### src/hw/rtl/kvls_pkg.sv
`timescale 1ns / 1ps
// ----------------------------------------------------------------------------
// kvls_pkg
// Shared types and codes for the linear-search key-value table.
// ----------------------------------------------------------------------------
package kvls_pkg;

  // field widths of one request and one response
  localparam int OP_W    = 2;
  localparam int KEY_W   = 32;
  localparam int VAL_W   = 32;
  localparam int STAT_W  = 2;
  localparam int IN_W    = 72;   // op + key + value, padded to bytes

  // request field positions in the slave tdata
  localparam int OP_LSB  = 0;
  localparam int KEY_LSB = OP_LSB + OP_W;
  localparam int VAL_LSB = KEY_LSB + KEY_W;

  // operation codes
  localparam logic [OP_W-1:0] OP_SET    = 2'd0;
  localparam logic [OP_W-1:0] OP_GET    = 2'd1;
  localparam logic [OP_W-1:0] OP_REMOVE = 2'd2;

  // response status codes
  localparam logic [STAT_W-1:0] STAT_DONE     = 2'd0;
  localparam logic [STAT_W-1:0] STAT_NOT_HERE = 2'd1;
  localparam logic [STAT_W-1:0] STAT_FULL     = 2'd2;

  // controller states
  typedef enum logic [1:0] {
    ST_IDLE,
    ST_SEARCH,
    ST_LAST_RD,
    ST_APPLY
  } kvls_state_t;

  // commands from the controller to the datapath
  typedef struct packed {
    logic load_req;   // capture the request beat, restart the scan
    logic search;     // scan one slot per cycle
    logic last_rd;    // read the last occupied slot
    logic apply;      // update the store, load the response register
  } kvls_cmd_t;

  // status from the datapath to the controller
  typedef struct packed {
    logic search_done;
    logic hit;
    logic is_remove;
    logic out_free;
  } kvls_status_t;

endpackage

### src/hw/rtl/kvls_ram.sv
`timescale 1ns / 1ps
// ----------------------------------------------------------------------------
// kvls_ram
// Generic simple dual-port RAM: one write port, one read port with
// registered read data.
// ----------------------------------------------------------------------------
module kvls_ram #(
  parameter int WIDTH  = 32,
  parameter int DEPTH  = 16,
  parameter int ADDR_W = (DEPTH > 1) ? $clog2(DEPTH) : 1
) (
  input  logic              clk,
  input  logic              we,
  input  logic [ADDR_W-1:0] waddr,
  input  logic [WIDTH-1:0]  wdata,
  input  logic              re,
  input  logic [ADDR_W-1:0] raddr,
  output logic [WIDTH-1:0]  rdata
);

  logic [WIDTH-1:0] mem [DEPTH];

  // write port
  always_ff @(posedge clk) begin
    if (we) begin
      mem[waddr] <= wdata;
    end
  end

  // registered read port, holds while not enabled
  always_ff @(posedge clk) begin
    if (re) begin
      rdata <= mem[raddr];
    end
  end

endmodule

### src/hw/rtl/kvls_ctrl.sv
`timescale 1ns / 1ps
// ----------------------------------------------------------------------------
// kvls_ctrl
// Sequencer for the key-value table: accept, scan, fetch last entry, apply.
// ----------------------------------------------------------------------------
module kvls_ctrl
  import kvls_pkg::*;
(
  input  logic         clk,
  input  logic         rst,
  input  logic         s_tvalid,
  output logic         s_tready,
  input  kvls_status_t sts,
  output kvls_cmd_t    cmd
);

  kvls_state_t state, state_next;

  // state register
  always_ff @(posedge clk) begin
    if (rst) begin
      state <= ST_IDLE;
    end else begin
      state <= state_next;
    end
  end

  // next state
  always_comb begin
    state_next = state;
    unique case (state)
      ST_IDLE: begin
        if (s_tvalid) state_next = ST_SEARCH;
      end
      ST_SEARCH: begin
        if (sts.search_done) begin
          if (sts.is_remove && sts.hit) state_next = ST_LAST_RD;
          else                          state_next = ST_APPLY;
        end
      end
      ST_LAST_RD: begin
        state_next = ST_APPLY;
      end
      ST_APPLY: begin
        if (sts.out_free) state_next = ST_IDLE;
      end
      default: state_next = ST_IDLE;
    endcase
  end

  // outputs
  always_comb begin
    s_tready     = 1'b0;
    cmd          = '0;
    unique case (state)
      ST_IDLE: begin
        s_tready     = 1'b1;
        cmd.load_req = s_tvalid;
      end
      ST_SEARCH:  cmd.search  = 1'b1;
      ST_LAST_RD: cmd.last_rd = 1'b1;
      ST_APPLY:   cmd.apply   = sts.out_free;
      default: ;
    endcase
  end

endmodule

### src/hw/rtl/kvls_datapath.sv
`timescale 1ns / 1ps
// ----------------------------------------------------------------------------
// kvls_datapath
// Key and value memories, entry count, slot scanner and response register.
// ----------------------------------------------------------------------------
module kvls_datapath
  import kvls_pkg::*;
#(
  parameter int CAPACITY    = 16,
  parameter int VALUE_WIDTH = 32,
  parameter int CNT_W       = $clog2(CAPACITY + 1),
  parameter int OUT_W       = ((STAT_W + VAL_W + CNT_W + 7) / 8) * 8
) (
  input  logic             clk,
  input  logic             rst,
  input  logic [IN_W-1:0]  s_tdata,
  output logic             m_tvalid,
  input  logic             m_tready,
  output logic [OUT_W-1:0] m_tdata,
  input  kvls_cmd_t        cmd,
  output kvls_status_t     sts
);

  localparam int AW = (CAPACITY > 1) ? $clog2(CAPACITY) : 1;

  // request registers
  logic [OP_W-1:0]        req_op;
  logic [KEY_W-1:0]       req_key;
  logic [VAL_W-1:0]       req_val;

  // store state
  logic [CNT_W-1:0]       cnt;
  logic [CNT_W-1:0]       rd_ptr;
  logic                   cmp_valid;
  logic [AW-1:0]          cmp_idx;
  logic                   hit_reg;
  logic [AW-1:0]          hit_idx;
  logic [VALUE_WIDTH-1:0] found_val;

  // memory ports
  logic                   re;
  logic [AW-1:0]          raddr;
  logic [KEY_W-1:0]       key_q;
  logic [VALUE_WIDTH-1:0] val_q;
  logic                   we;
  logic [AW-1:0]          waddr;
  logic [KEY_W-1:0]       key_wd;
  logic [VALUE_WIDTH-1:0] val_wd;

  // misc
  logic                   hit_now;
  logic                   scan_end;
  logic                   full;
  logic [63:0]            val_in64;
  logic [63:0]            found64;
  logic [CNT_W-1:0]       cnt_last;
  logic [CNT_W-1:0]       cnt_after;
  logic [STAT_W-1:0]      res_stat;
  logic [VAL_W-1:0]       res_val;

  assign val_in64 = {32'd0, req_val};
  assign found64  = 64'(found_val);
  assign cnt_last = cnt - CNT_W'(1);
  assign full     = (cnt >= CNT_W'(CAPACITY));

  // scan compare, one slot per cycle behind the read
  assign hit_now  = cmd.search && cmp_valid && (key_q == req_key);
  assign scan_end = (rd_ptr >= cnt);

  assign sts.search_done = hit_now || scan_end;
  assign sts.hit         = hit_now;
  assign sts.is_remove   = (req_op == OP_REMOVE);
  assign sts.out_free    = !m_tvalid || m_tready;

  // read port: scan address or last occupied slot
  always_comb begin
    re    = 1'b0;
    raddr = rd_ptr[AW-1:0];
    if (cmd.search && !scan_end) begin
      re = 1'b1;
    end else if (cmd.last_rd) begin
      re    = 1'b1;
      raddr = cnt_last[AW-1:0];
    end
  end

  // request capture
  always_ff @(posedge clk) begin
    if (cmd.load_req) begin
      req_op  <= s_tdata[OP_LSB +: OP_W];
      req_key <= s_tdata[KEY_LSB +: KEY_W];
      req_val <= s_tdata[VAL_LSB +: VAL_W];
    end
  end

  // scan pointer and compare pipeline
  always_ff @(posedge clk) begin
    if (rst) begin
      rd_ptr    <= '0;
      cmp_valid <= 1'b0;
      hit_reg   <= 1'b0;
    end else if (cmd.load_req) begin
      rd_ptr    <= '0;
      cmp_valid <= 1'b0;
      hit_reg   <= 1'b0;
    end else if (cmd.search) begin
      cmp_valid <= re;
      if (re) rd_ptr <= rd_ptr + CNT_W'(1);
      if (hit_now) hit_reg <= 1'b1;
    end
  end

  always_ff @(posedge clk) begin
    if (re) cmp_idx <= raddr;
    if (hit_now) begin
      hit_idx   <= cmp_idx;
      found_val <= val_q;
    end
  end

  // store update and response
  always_comb begin
    we        = 1'b0;
    waddr     = hit_idx;
    key_wd    = req_key;
    val_wd    = val_in64[VALUE_WIDTH-1:0];
    cnt_after = cnt;
    res_stat  = STAT_DONE;
    res_val   = '0;
    unique case (req_op)
      OP_SET: begin
        if (hit_reg) begin
          we = 1'b1;
        end else if (full) begin
          res_stat = STAT_FULL;
        end else begin
          we        = 1'b1;
          waddr     = cnt[AW-1:0];
          cnt_after = cnt + CNT_W'(1);
        end
      end
      OP_GET: begin
        if (hit_reg) res_val  = found64[VAL_W-1:0];
        else         res_stat = STAT_NOT_HERE;
      end
      OP_REMOVE: begin
        if (hit_reg) begin
          we        = 1'b1;
          key_wd    = key_q;
          val_wd    = val_q;
          cnt_after = cnt_last;
        end else begin
          res_stat = STAT_NOT_HERE;
        end
      end
      default: ;
    endcase
  end

  always_ff @(posedge clk) begin
    if (rst) begin
      cnt <= '0;
    end else if (cmd.apply) begin
      cnt <= cnt_after;
    end
  end

  // response register, one beat deep
  always_ff @(posedge clk) begin
    if (rst) begin
      m_tvalid <= 1'b0;
    end else if (cmd.apply) begin
      m_tvalid <= 1'b1;
    end else if (m_tready) begin
      m_tvalid <= 1'b0;
    end
  end

  always_ff @(posedge clk) begin
    if (cmd.apply) begin
      m_tdata <= OUT_W'({cnt_after, res_val, res_stat});
    end
  end

  kvls_ram #(.WIDTH(KEY_W), .DEPTH(CAPACITY), .ADDR_W(AW)) u_key_ram (
    .clk   (clk),
    .we    (we && cmd.apply),
    .waddr (waddr),
    .wdata (key_wd),
    .re    (re),
    .raddr (raddr),
    .rdata (key_q)
  );

  kvls_ram #(.WIDTH(VALUE_WIDTH), .DEPTH(CAPACITY), .ADDR_W(AW)) u_val_ram (
    .clk   (clk),
    .we    (we && cmd.apply),
    .waddr (waddr),
    .wdata (val_wd),
    .re    (re),
    .raddr (raddr),
    .rdata (val_q)
  );

endmodule

### src/hw/rtl/key_value_table_linear_search_unit.sv
`timescale 1ns / 1ps
// ----------------------------------------------------------------------------
// key_value_table_linear_search_unit
// Fixed-capacity key-value table with set, get and remove by linear search.
// ----------------------------------------------------------------------------
// One request beat gives one response beat. Entries sit packed in slots 0 to
// count-1 of a key memory and a value memory and are scanned from slot 0 up,
// one slot per cycle through the memories' single read port. A miss scans
// every occupied slot; a successful remove also fetches the last entry, which
// moves into the freed slot. The next request is taken in the cycle after the
// response is loaded. One request is in work at a time; a finished response
// waits in an output register while the next request is accepted, and the
// apply step of that next request waits for as long as the earlier response
// is not taken.
module key_value_table_linear_search_unit
  import kvls_pkg::*;
#(
  parameter  int CAPACITY    = 16,
  parameter  int VALUE_WIDTH = 32,
  localparam int CNT_W       = $clog2(CAPACITY + 1),
  localparam int OUT_W       = ((STAT_W + VAL_W + CNT_W + 7) / 8) * 8
) (
  input  logic             clk,
  input  logic             rst,
  input  logic             s_tvalid,
  output logic             s_tready,
  input  logic [IN_W-1:0]  s_tdata,   // operation, key, value
  output logic             m_tvalid,
  input  logic             m_tready,
  output logic [OUT_W-1:0] m_tdata    // status, read_value, entry_count
);

  kvls_cmd_t    cmd;
  kvls_status_t sts;

  kvls_ctrl u_ctrl (
    .clk      (clk),
    .rst      (rst),
    .s_tvalid (s_tvalid),
    .s_tready (s_tready),
    .sts      (sts),
    .cmd      (cmd)
  );

  kvls_datapath #(
    .CAPACITY    (CAPACITY),
    .VALUE_WIDTH (VALUE_WIDTH),
    .CNT_W       (CNT_W),
    .OUT_W       (OUT_W)
  ) u_dp (
    .clk      (clk),
    .rst      (rst),
    .s_tdata  (s_tdata),
    .m_tvalid (m_tvalid),
    .m_tready (m_tready),
    .m_tdata  (m_tdata),
    .cmd      (cmd),
    .sts      (sts)
  );

  // entry count never exceeds the capacity
  a_count_bound: assert property (@(posedge clk) disable iff (rst)
    m_tvalid |-> (m_tdata[STAT_W+VAL_W +: CNT_W] <= CNT_W'(CAPACITY)))
    else $error("entry count above capacity");

  // an accepted beat makes the block busy
  a_busy_after_accept: assert property (@(posedge clk) disable iff (rst)
    (s_tvalid && s_tready) |=> !s_tready)
    else $error("request accepted while busy");

  // the response register is only loaded when it is free
  a_apply_free: assert property (@(posedge clk) disable iff (rst)
    cmd.apply |-> (!m_tvalid || m_tready))
    else $error("response overwritten");

  // a new response beat follows an apply step
  a_resp_source: assert property (@(posedge clk) disable iff (rst)
    $rose(m_tvalid) |-> $past(cmd.apply))
    else $error("response without apply");

endmodule

### config.mk
export PLATFORM = sky130hd
export DESIGN_NAME = key_value_table_linear_search_unit
export DESIGN_NICKNAME = d
export VERILOG_FILES = /design/src/hw/rtl/kvls_pkg.sv /design/src/hw/rtl/kvls_ram.sv /design/src/hw/rtl/kvls_ctrl.sv /design/src/hw/rtl/kvls_datapath.sv /design/src/hw/rtl/key_value_table_linear_search_unit.sv
export SDC_FILE = /design/constraint.sdc
export NUM_CORES = 1
export LEC_CHECK = 0
export ABC_AREA = 1
export BUFFER_PORTS_ARGS = -buffer_cell sky130_fd_sc_hd__buf_2
export CAP_MARGIN = 5
export CORE_ASPECT_RATIO = 1.2
export CORE_MARGIN = 8
export CORE_UTILIZATION = 40
export DETAILED_ROUTE_END_ITERATION = 8
export PLACE_DENSITY_LB_ADDON = 0.15
export SLEW_MARGIN = 15
export SYNTH_ARGS = -nofsm -noshare
export SYNTH_HDL_FRONTEND = slang
export SYNTH_SLANG_ARGS = --single-unit
### constraint.sdc
create_clock -name clk -period 14.2 [get_ports clk]
set_input_delay 2.84 -clock clk [delete_from_list [all_inputs] [get_ports clk]]
set_output_delay 2.84 -clock clk [all_outputs]
set_load 0.005 [all_outputs]
Word level (Yosys, flattened, before mapping)
Memories as Yosys holds them, arrays and structs flattened. A register that Yosys moved wholly into a read port is not among the register bits.
Cells that the tools add are included.
{"block": "word_totals", "output_inout_bits": 42, "ram_bits": 1024, "memories": 2, "ff_bits": 160}
{"name": "u_dp.u_key_ram.mem", "words": 16, "word_bits": 32, "rd": 1, "rd_ports_with_merged_regs": 1, "write_ports": 1, "line": "kvls_ram.sv:21", "rtl": "logic [WIDTH-1:0] mem [DEPTH];"}
{"name": "u_dp.u_val_ram.mem", "words": 16, "word_bits": 32, "rd": 1, "rd_ports_with_merged_regs": 1, "write_ports": 1, "line": "kvls_ram.sv:21"}
{"block": "op_classes", "eq_ne": 9, "order_cmp": 2, "n_reduce_logical": 18, "addsub": 3, "muxes": 37}
{"op": "two-way mux 32 bit", "count": 4}
{"op": "equality test 32 bit", "count": 1}
{"op": "two-way mux 4 bit", "count": 5}
{"op": "two-way mux 1 bit", "count": 16}
{"op": "two-way mux 5 bit", "count": 3}
{"op": "adder 5 x 1 -> 5 bit, second input constant", "count": 2}
{"op": "two-way mux 2 bit", "count": 5}
{"op": "case mux 5 bit (2 select lines)", "count": 1}
{"op": "case mux 2 bit (4 select lines)", "count": 1}
{"op": "equality test 2 bit, second input constant", "count": 3}
{"op": "AND reduction 2 bit", "count": 3}
{"op": "greater-or-equal comparator 5 bit", "count": 1}
{"op": "greater-or-equal comparator 5 bit, second input constant", "count": 1}
{"op": "logical AND 1 bit", "count": 5}
{"op": "subtractor 5 x 1 -> 5 bit, second input constant", "count": 1}
{"op": "equality test 2 x 1 -> 1 bit, second input constant", "count": 2}
{"op": "logical NOT 2 bit", "count": 2}
{"op": "inequality test 2 bit, second input constant", "count": 2}
{"op": "case mux 2 bit (2 select lines)", "count": 1}
{"op": "OR reduction 2 bit", "count": 2}
{"op": "AND reduction 3 bit", "count": 1}
{"op": "logical NOT 1 bit", "count": 2}
{"op": "logical OR 1 bit", "count": 2}
{"op": "inequality test 2 x 1 -> 1 bit, second input constant", "count": 1}
{"op": "other kinds (2)", "count": 2}

Logic depth before layout (Yosys ltp)
Gate-level depths: netlist (run 1).
{"block": "logic_depth", "ltp_word": 8, "ltp_mapped": 18}

Cells and area by module
From an unflattened synthesis (run 1), not the netlist that was laid out.
{"block": "unflattened", "hier_cells": 4963, "hier_area_um2": 53583.9}
{"module": "kvls_ram", "n_inst": 2, "area_each_um2": 23050.9, "cells_per_inst": 2120}
{"module": "kvls_datapath", "n_inst": 1, "area_each_um2": 7277.0, "cells_per_inst": 692}
{"module": "kvls_ctrl", "n_inst": 1, "area_each_um2": 205.2, "cells_per_inst": 31}

Worst setup path before layout (run 1)
Ideal clock, no wire load.
{"block": "synth_path", "kind": "input-to-reg", "startpoint": "in m_tready", "endpoint": "mem u_dp.u_key_ram.mem[12][0], enable pin", "t_arrival_ns": 7.813, "required_ns": 13.635, "setup_slack_ns": 5.823, "n_path_buf": 0, "setup_ns": 0.565, "cell_stages": 6, "path_cell_list": "inv_1 -> nand2_1 -> nand2_1 -> a21oi_1 -> nand3_1 -> nor3_1"}
{"block": "synth_via", "elab_chain_len": 5}
{"item": "start, declared", "line": "key_value_table_linear_search_unit.sv:29", "rtl": "input logic m_tready,"}
{"item": "logical OR 1 bit", "line": "kvls_datapath.sv:73", "rtl": "assign sts.out_free = !m_tvalid || m_tready;"}
{"item": "two-way mux 1 bit", "line": "kvls_ctrl.sv:55", "rtl": "unique case (state)"}
{"item": "logical AND 1 bit", "line": "kvls_datapath.sv:187", "rtl": ".we (we && cmd.apply),"}
{"item": "two-way mux 1 bit", "line": "kvls_ram.sv:25", "rtl": "if (we) begin"}
{"item": "two-way mux 1 bit (implied by the code)", "line": "kvls_ram.sv:26", "rtl": "mem[waddr] <= wdata;"}
{"item": "end, declared", "line": "kvls_ram.sv:21"}
No other way between the ends.

Worst setup path after layout (run 1)
{"block": "layout_path", "startpoint": "in m_tready", "endpoint": "mem u_dp.u_key_ram.mem[1][7], enable pin"}
Same word-level chain as after synthesis.

==> impl_metrics.csv, run 1 <==
group,metric,value,unit
run_status,status,"complete, no violations",
critical_path,cp_top_family,"simple AND/OR/NAND/NOR gates",
critical_path,critPathBufInv,3,
die,ios,118,
cts,clk_pin_slew,50,ps
critical_path,slowest_delay,960,ps
synth,syn_inst,4493,
synth,synth_fp_nets,4585,
sta,tightest_slew,1170,ps
drt,drcViolationCount,0,
finish,top_regs,"u_dp.u_key_ram.mem (512), u_dp.u_val_ram.mem (512), u_dp.m_tdata (39)",
cts,cts_max_level,4,
synth,syn_avg_cell_area,11.5,um^2
drt,drtAntennaViolNets,0,
cts,cts_tree,"done",
global_routing,grt_pass1_vias,31200,
critical_path,startpoint_type,"input pin",
pwr,ir_drop,0.191,mV
die,core-area,0.128,mm^2
global_routing,overflow,0,
place,dp.cells,6119,
cts,post_cts_resize_count,0,
pwr,p_leak,22.7,nW
cts,clk_latency,770,ps
drt,drt-total-wl,141,mm
sta,finalCritPeriodShare,39.9,%
synth,synth-seq-area-share,72.1,%
place,hpwl,66.9,mm
drt,vias_per_cell,5.11,
sta,hold_violations,0,
run,maxCapViolCount,0,
die,die_area,0.141,mm^2
die,start_util,40.3,%
sta,setup_viol,0,
die,rows,144,
worst_hold_path,worst_hold_path.num_cells,0,
critical_path,required,14570,ps
die,die_h,410,um
critical_path,rr_worst_depth,15,
sta,maxSlewViolCount,0,
sta,fin_tns_setup,0,ps
sta,slew_headroom,21.9,%
finish,drive_above_1_share,8.89,%
global_routing,grt_max_degree,157,
pwr,power.density,200,mW/mm^2
critical_path,path_class,"in2reg",
place,port_buffers,110,
drt,vias,32500,
finish,fin_nets,4668,
finish,mostFrequentLayoutCells,"nand2_1 (1596), edfxtp_1 (1233), nand3_1 (533)",
sta,fin_crit,5660,ps
critical_path,critPathMostFrequentCell,"nand2_1",
synth,synthFlopType,"edfxtp_1",
cts,cts.sinks,1248,
finish,stdcell_count,6358,
cts,clockBufferDepth,3,
die,die_x,344,um
drt,drt-wirelength-per-cell,22.2,um
synth,synth.distinct_cells,36,
cts,hold_buffers,0,
worst_hold_path,hp-class,"reg2reg",
drt,drt-initial-drc-count,2959,
finish,final_common_cell,"nand2_1",
place,place.gp.congestion,0.772,
global_routing,antenna_found_initial,4,
critical_path,crit_arrival,6020,ps
synth,synth_edf_count,1233,
sta,finClkSkew,29.0,ps
critical_path,cp-end-kind,"flop",
cts,post_cts_buffers,0,
synth,syn_area,0.0518,mm^2
critical_path,crit_chain,"buf_2 -> inv_1 -> nand2_1 -> nand2_1 -> a21oi_1 -> nand3_1 -> nor2_4 -> buf_4",
global_routing,globalRouteTotalUtil,19.6,%
synth,synth-async-reset-ratio,0,%
global_routing,grt_pass1_wl,206,mm
cts,cts_root_buffer,"clkbuf_16",
drt,dr.pass1.iters,6,
synth,ys_warn_count,0,
critical_path,cp_max_fo,46,
finish,synthToLayoutAreaGrowth,12.9,%
cts,cts-buffers-inserted,134,
sta,rsz0062_at_grt,"false",
sta,max_freq,177,MHz
critical_path,cp.depth,8,
critical_path,crit_path_top_delay_cell,"buf_4",
synth,ys_seq_elements,1248,
finish,final_util,45.5,%
[Yosys cell counts (3+ instances only)]
library cell,instances,share of area [%]
nor3_1,7,0.068
a21oi_1,16,0.15
inv_1,387,2.8
nand3b_1,128,1.9
o21ai_0,51,0.49
or2_2,4,0.048
buf_2,162,1.6
a211oi_1,3,0.043
nand2_1,1602,12
xor2_1,4,0.068
inv_2,3,0.022
o2111ai_1,3,0.051
xnor2_1,8,0.14
a2111oi_0,3,0.051
nor2_1,80,0.58
ha_1,16,0.39
buf_1,17,0.12
nand3_1,533,5.2
nand4_1,7,0.085
dfxtp_1,15,0.58
edfxtp_1,1233,71
clkbuf_1,61,0.44
o211ai_1,131,1.9
buf_4,5,0.072
[layer usage]
layer / vias up / wire length (um) / track usage [%] / share of wire [%]
met3: 199 / 7890 / 3.06 / 5.6
met4: 0 / 3060 / 5.75 / 2.2
li1: 15500 / - / - / -
met5: - / 0 / 0 / 0
met2: 878 / 68600 / 32.9 / 49
met1: 15900 / 61400 / 26.3 / 44
[final timing paths]
check / start / to / slack, ps
max: m_tready / u_dp.u_key_ram.mem[1][7] / 8540
min: u_dp.cmp_idx[1] / u_dp.hit_idx[1] / 420
max reg2reg: u_dp.cnt[2] / u_dp.u_key_ram.rdata[11] / 9510
min reg2reg: u_dp.cmp_idx[1] / u_dp.hit_idx[1] / 420
[where the power goes]
group	internal, mW	switching (mW)
logic	0.942	2.64
registers	4.51	0.130
clock network	2.03	1.42
[kinds of logic after synthesis]
logic type | Yosys count | synth area share, %
simple gates | 2364 | 19.5
flops | 1248 | 72.1
other cells | 1 | 0.00724
buf+inv | 637 | 5.06
xor+xnor | 12 | 0.203
compound gates | 214 | 2.79
mux | 1 | 0.0193
fa+ha+maj | 16 | 0.387
[through the flow]
stage               cell area, um^2  worst slack (ps)  hold slack (ps)  power, mW
floorplan                     51800              5820              400       7.18
global placement              54200              7750              403       8.32
detailed placement            54200              7750              405       8.33
CTS                           58500              8550              421       11.8
global route                  58500              8420              431       12.3
finish                        58500              8540              418       11.7
[final cells by class]
type,count,area [um^2]
clock inverters,71,714
clock buffers,167,3580
multi-input cells,2608,12000
well taps,1679,2100
diodes,1,2.50
fillers,11600,70000
inverters,391,1490
flip-flops and latches,1248,37300
repair buffers,193,1220
Note: power is estimated with default switching activity, not from simulation.
==> run 2, diff against run 1 <==
clock period = 5.93 ns   (was 14.2 ns; I/O delays follow)
==> run 2 against run 1 <==
  * Final cell count about the same
  * Die area unchanged
  * Highest routed layer unchanged
  * Global-route usage up 0.42 points
  * Flip-flop and latch count unchanged
  * Hold slack better by 2.3 ps
==> impl_metrics.csv, run 2 (same netlist as run 1, synthesis figures left out) <==
group,metric,value,unit
sta,setup_viol,0,
global_routing,antenna_found_initial,1,
critical_path,startpoint_type,"flop",
critical_path,cp-end-kind,"flop",
pwr,p_total,27.6,mW
pwr,clkPwrFrac,27.8,%
global_routing,use_met3,2.94,%
cts,cts-buffers-inserted,131,
sta,tightest_slew,1060,ps
cts,cts_root_buffer,"clkbuf_16",
drt,drcViolationCount,0,
drt,vias_per_cell,5.17,
place,hpwl,67.7,mm
critical_path,r2r_slack,1920,ps
critical_path,crit_arrival,4510,ps
drt,dr.pass1.iters,5,
critical_path,r2r_start,"u_dp.cnt[2]",
cts,hold_buffers,0,
die,die_area,0.141,mm^2
global_routing,grtUsageMet1,27.5,%
cts,clk_latency,770,ps
die,start_util,40.3,%
finish,synthToLayoutAreaGrowth,12.8,%
finish,final_common_cell,"nand2_1",
cts,clk_pin_slew,60,ps
critical_path,crit_start,"u_dp.cnt[2]",
critical_path,rr_worst_depth,13,
sta,fin_tns_setup,0,ps
pwr,p_int,17.5,mW
global_routing,grt_pass1_vias,31400,
finish,drive_above_1_share,8.60,%
sta,max_freq,249,MHz
pwr,ir_drop,0.466,mV
sta,maxSlewViolCount,0,
drt,drt-initial-drc-count,3089,
drt,drt-wirelength-per-cell,22.5,um
critical_path,required,6430,ps
critical_path,cp_max_fo,38,
die,die_x,344,um
sta,finClkSkew,27.4,ps
sta,finalCritPeriodShare,67.7,%
cts,post_cts_buffers,0,
worst_hold_path,min_from,"u_dp.cmp_idx[3]",
pwr,p_leak,22.6,nW
global_routing,grt_max_degree,181,
worst_hold_path,hold_end,"u_dp.hit_idx[3]",
global_routing,globalRouteTotalUtil,20.0,%
place,port_buffers,110,
global_routing,grt_pass1_wl,210,mm
drt,vias,32800,
pwr,power.switching,10.1,mW
pwr,swShare,36.6,%
sta,hold_violations,0,
finish,mostFrequentLayoutCells,"nand2_1 (1596), edfxtp_1 (1233), nand3_1 (533)",
pwr,power.sequential.fraction,40.4,%
global_routing,overflow,0,
sta,rsz0062_at_grt,"false",
pwr,p_comb_share,31.8,%
cts,cts_max_level,4,
place,placed_area,0.0545,mm^2
cts,clockBufferDepth,3,
cts,cts.sinks,1248,
place,place.gp.congestion,0.780,
critical_path,path_class,"reg2reg",
run,maxCapViolCount,0,
worst_hold_path,worst_hold_path.num_cells,0,
die,ios,118,
global_routing,grt.met2_usage,33.0,%
finish,fin_nets,4670,
run_status,status,"complete, no violations",
worst_hold_path,hp-class,"reg2reg",
global_routing,gr-max-usage-layer,"met2",
drt,drtAntennaViolNets,0,
finish,antennaDiodeCount,0,
die,core-area,0.128,mm^2
sta,slew_headroom,29.1,%
sta,fin_crit,4010,ps
critical_path,r2r-end,"u_dp.u_val_ram.rdata[11]",
pwr,power.density,472,mW/mm^2
die,die_h,410,um
die,rows,144,
cts,cts_tree,"done",
finish,top_regs,"u_dp.u_key_ram.mem (512), u_dp.u_val_ram.mem (512), u_dp.m_tdata (39)",
drt,drt-total-wl,143,mm
cts,post_cts_resize_count,0,
finish,finish.instance_area,0.0584,mm^2
==> run 2: changes by cell type in the layout (fill, tap and decap cells not counted), sizes merged <==
cell      before  now
clkinvlp       1    3
bufinv        13    3
diode          1    0
buf          193  198
clkbuf       167  171
inv          398  400
clkinv        50   46
==> run 2: how the worst max path moves through the flow <==
| stage | cells past startpoint | slack [ps] | end |
|---|---|---|---|
| floorplan | 6 | -790 | u_dp.u_key_ram.mem[12][0] |
| global placement | 8 | 1650 | u_dp.u_val_ram.mem[9][14] |
| detailed placement | 8 | 1650 | u_dp.u_val_ram.mem[9][14] |
| CTS | 7 | 1890 | u_dp.u_val_ram.mem[9][3] |
| global route | 9 | 1630 | u_dp.u_key_ram.mem[4][15] |
| finish | 13 | 1920 | u_dp.u_val_ram.rdata[11] |
==> run 2: layout make-up <==
| cell class | instances | area, um^2 |
|---|---|---|
| Clock buffer | 171 | 3490 |
| Multi-Input combinational cell | 2608 | 12000 |
| Inverter | 391 | 1490 |
| Clock inverter | 61 | 425 |
| Sequential cell | 1248 | 37300 |
| Fill cell | 11600 | 70000 |
| Tap cell | 1679 | 2100 |
| Timing Repair Buffer | 198 | 1560 |
==> run 2: through the flow <==
stage | worst slack (ps) | hold slack (ps) | std cells | utilization [%]
detailed placement | 1650 | 405 | 6124 | 42.4
floorplan | -793 | 400 | 4493 | -
global placement | 1650 | 401 | 6124 | 42.4
finish | 1920 | 420 | 6356 | 45.5
global route | 1630 | 425 | 6356 | 45.5
CTS | 1890 | 418 | 6356 | 45.5
==> run 2: worst max-delay path: stages, from the launching register on <==
cell     delay [ps]
dfxtp_1         480
inv_1           160
ha_1            320
nand2_1          80
nor2_1           30
o21ai_0         120
nand3_2         240
nand2_1         260
mux2i_4         260
buf_4           500
inv_4           440
buf_4           490
nand3_1         190
nand2_1         110
==> run 2: routing by layer <==
| metal | vias to the layer above | wire length, um |
|---|---|---|
| li1 | 15500 | - |
| met1 | 16200 | 63200 |
| met2 | 913 | 68300 |
| met3 | 224 | 7940 |
| met4 | 0 | 3590 |
| met5 | - | 0 |
==> run 2: power groups by stage <==
stage | Clock, mW | Sequential, mW | Combinational, mW
finish | 7.67 | 11.1 | 8.76
global route | 8.16 | 11.2 | 9.80
CTS | 7.84 | 11.1 | 8.86
detailed placement | 0 | 11.3 | 8.83
global placement | 0 | 11.3 | 8.78
floorplan | 0 | 11.2 | 6.04
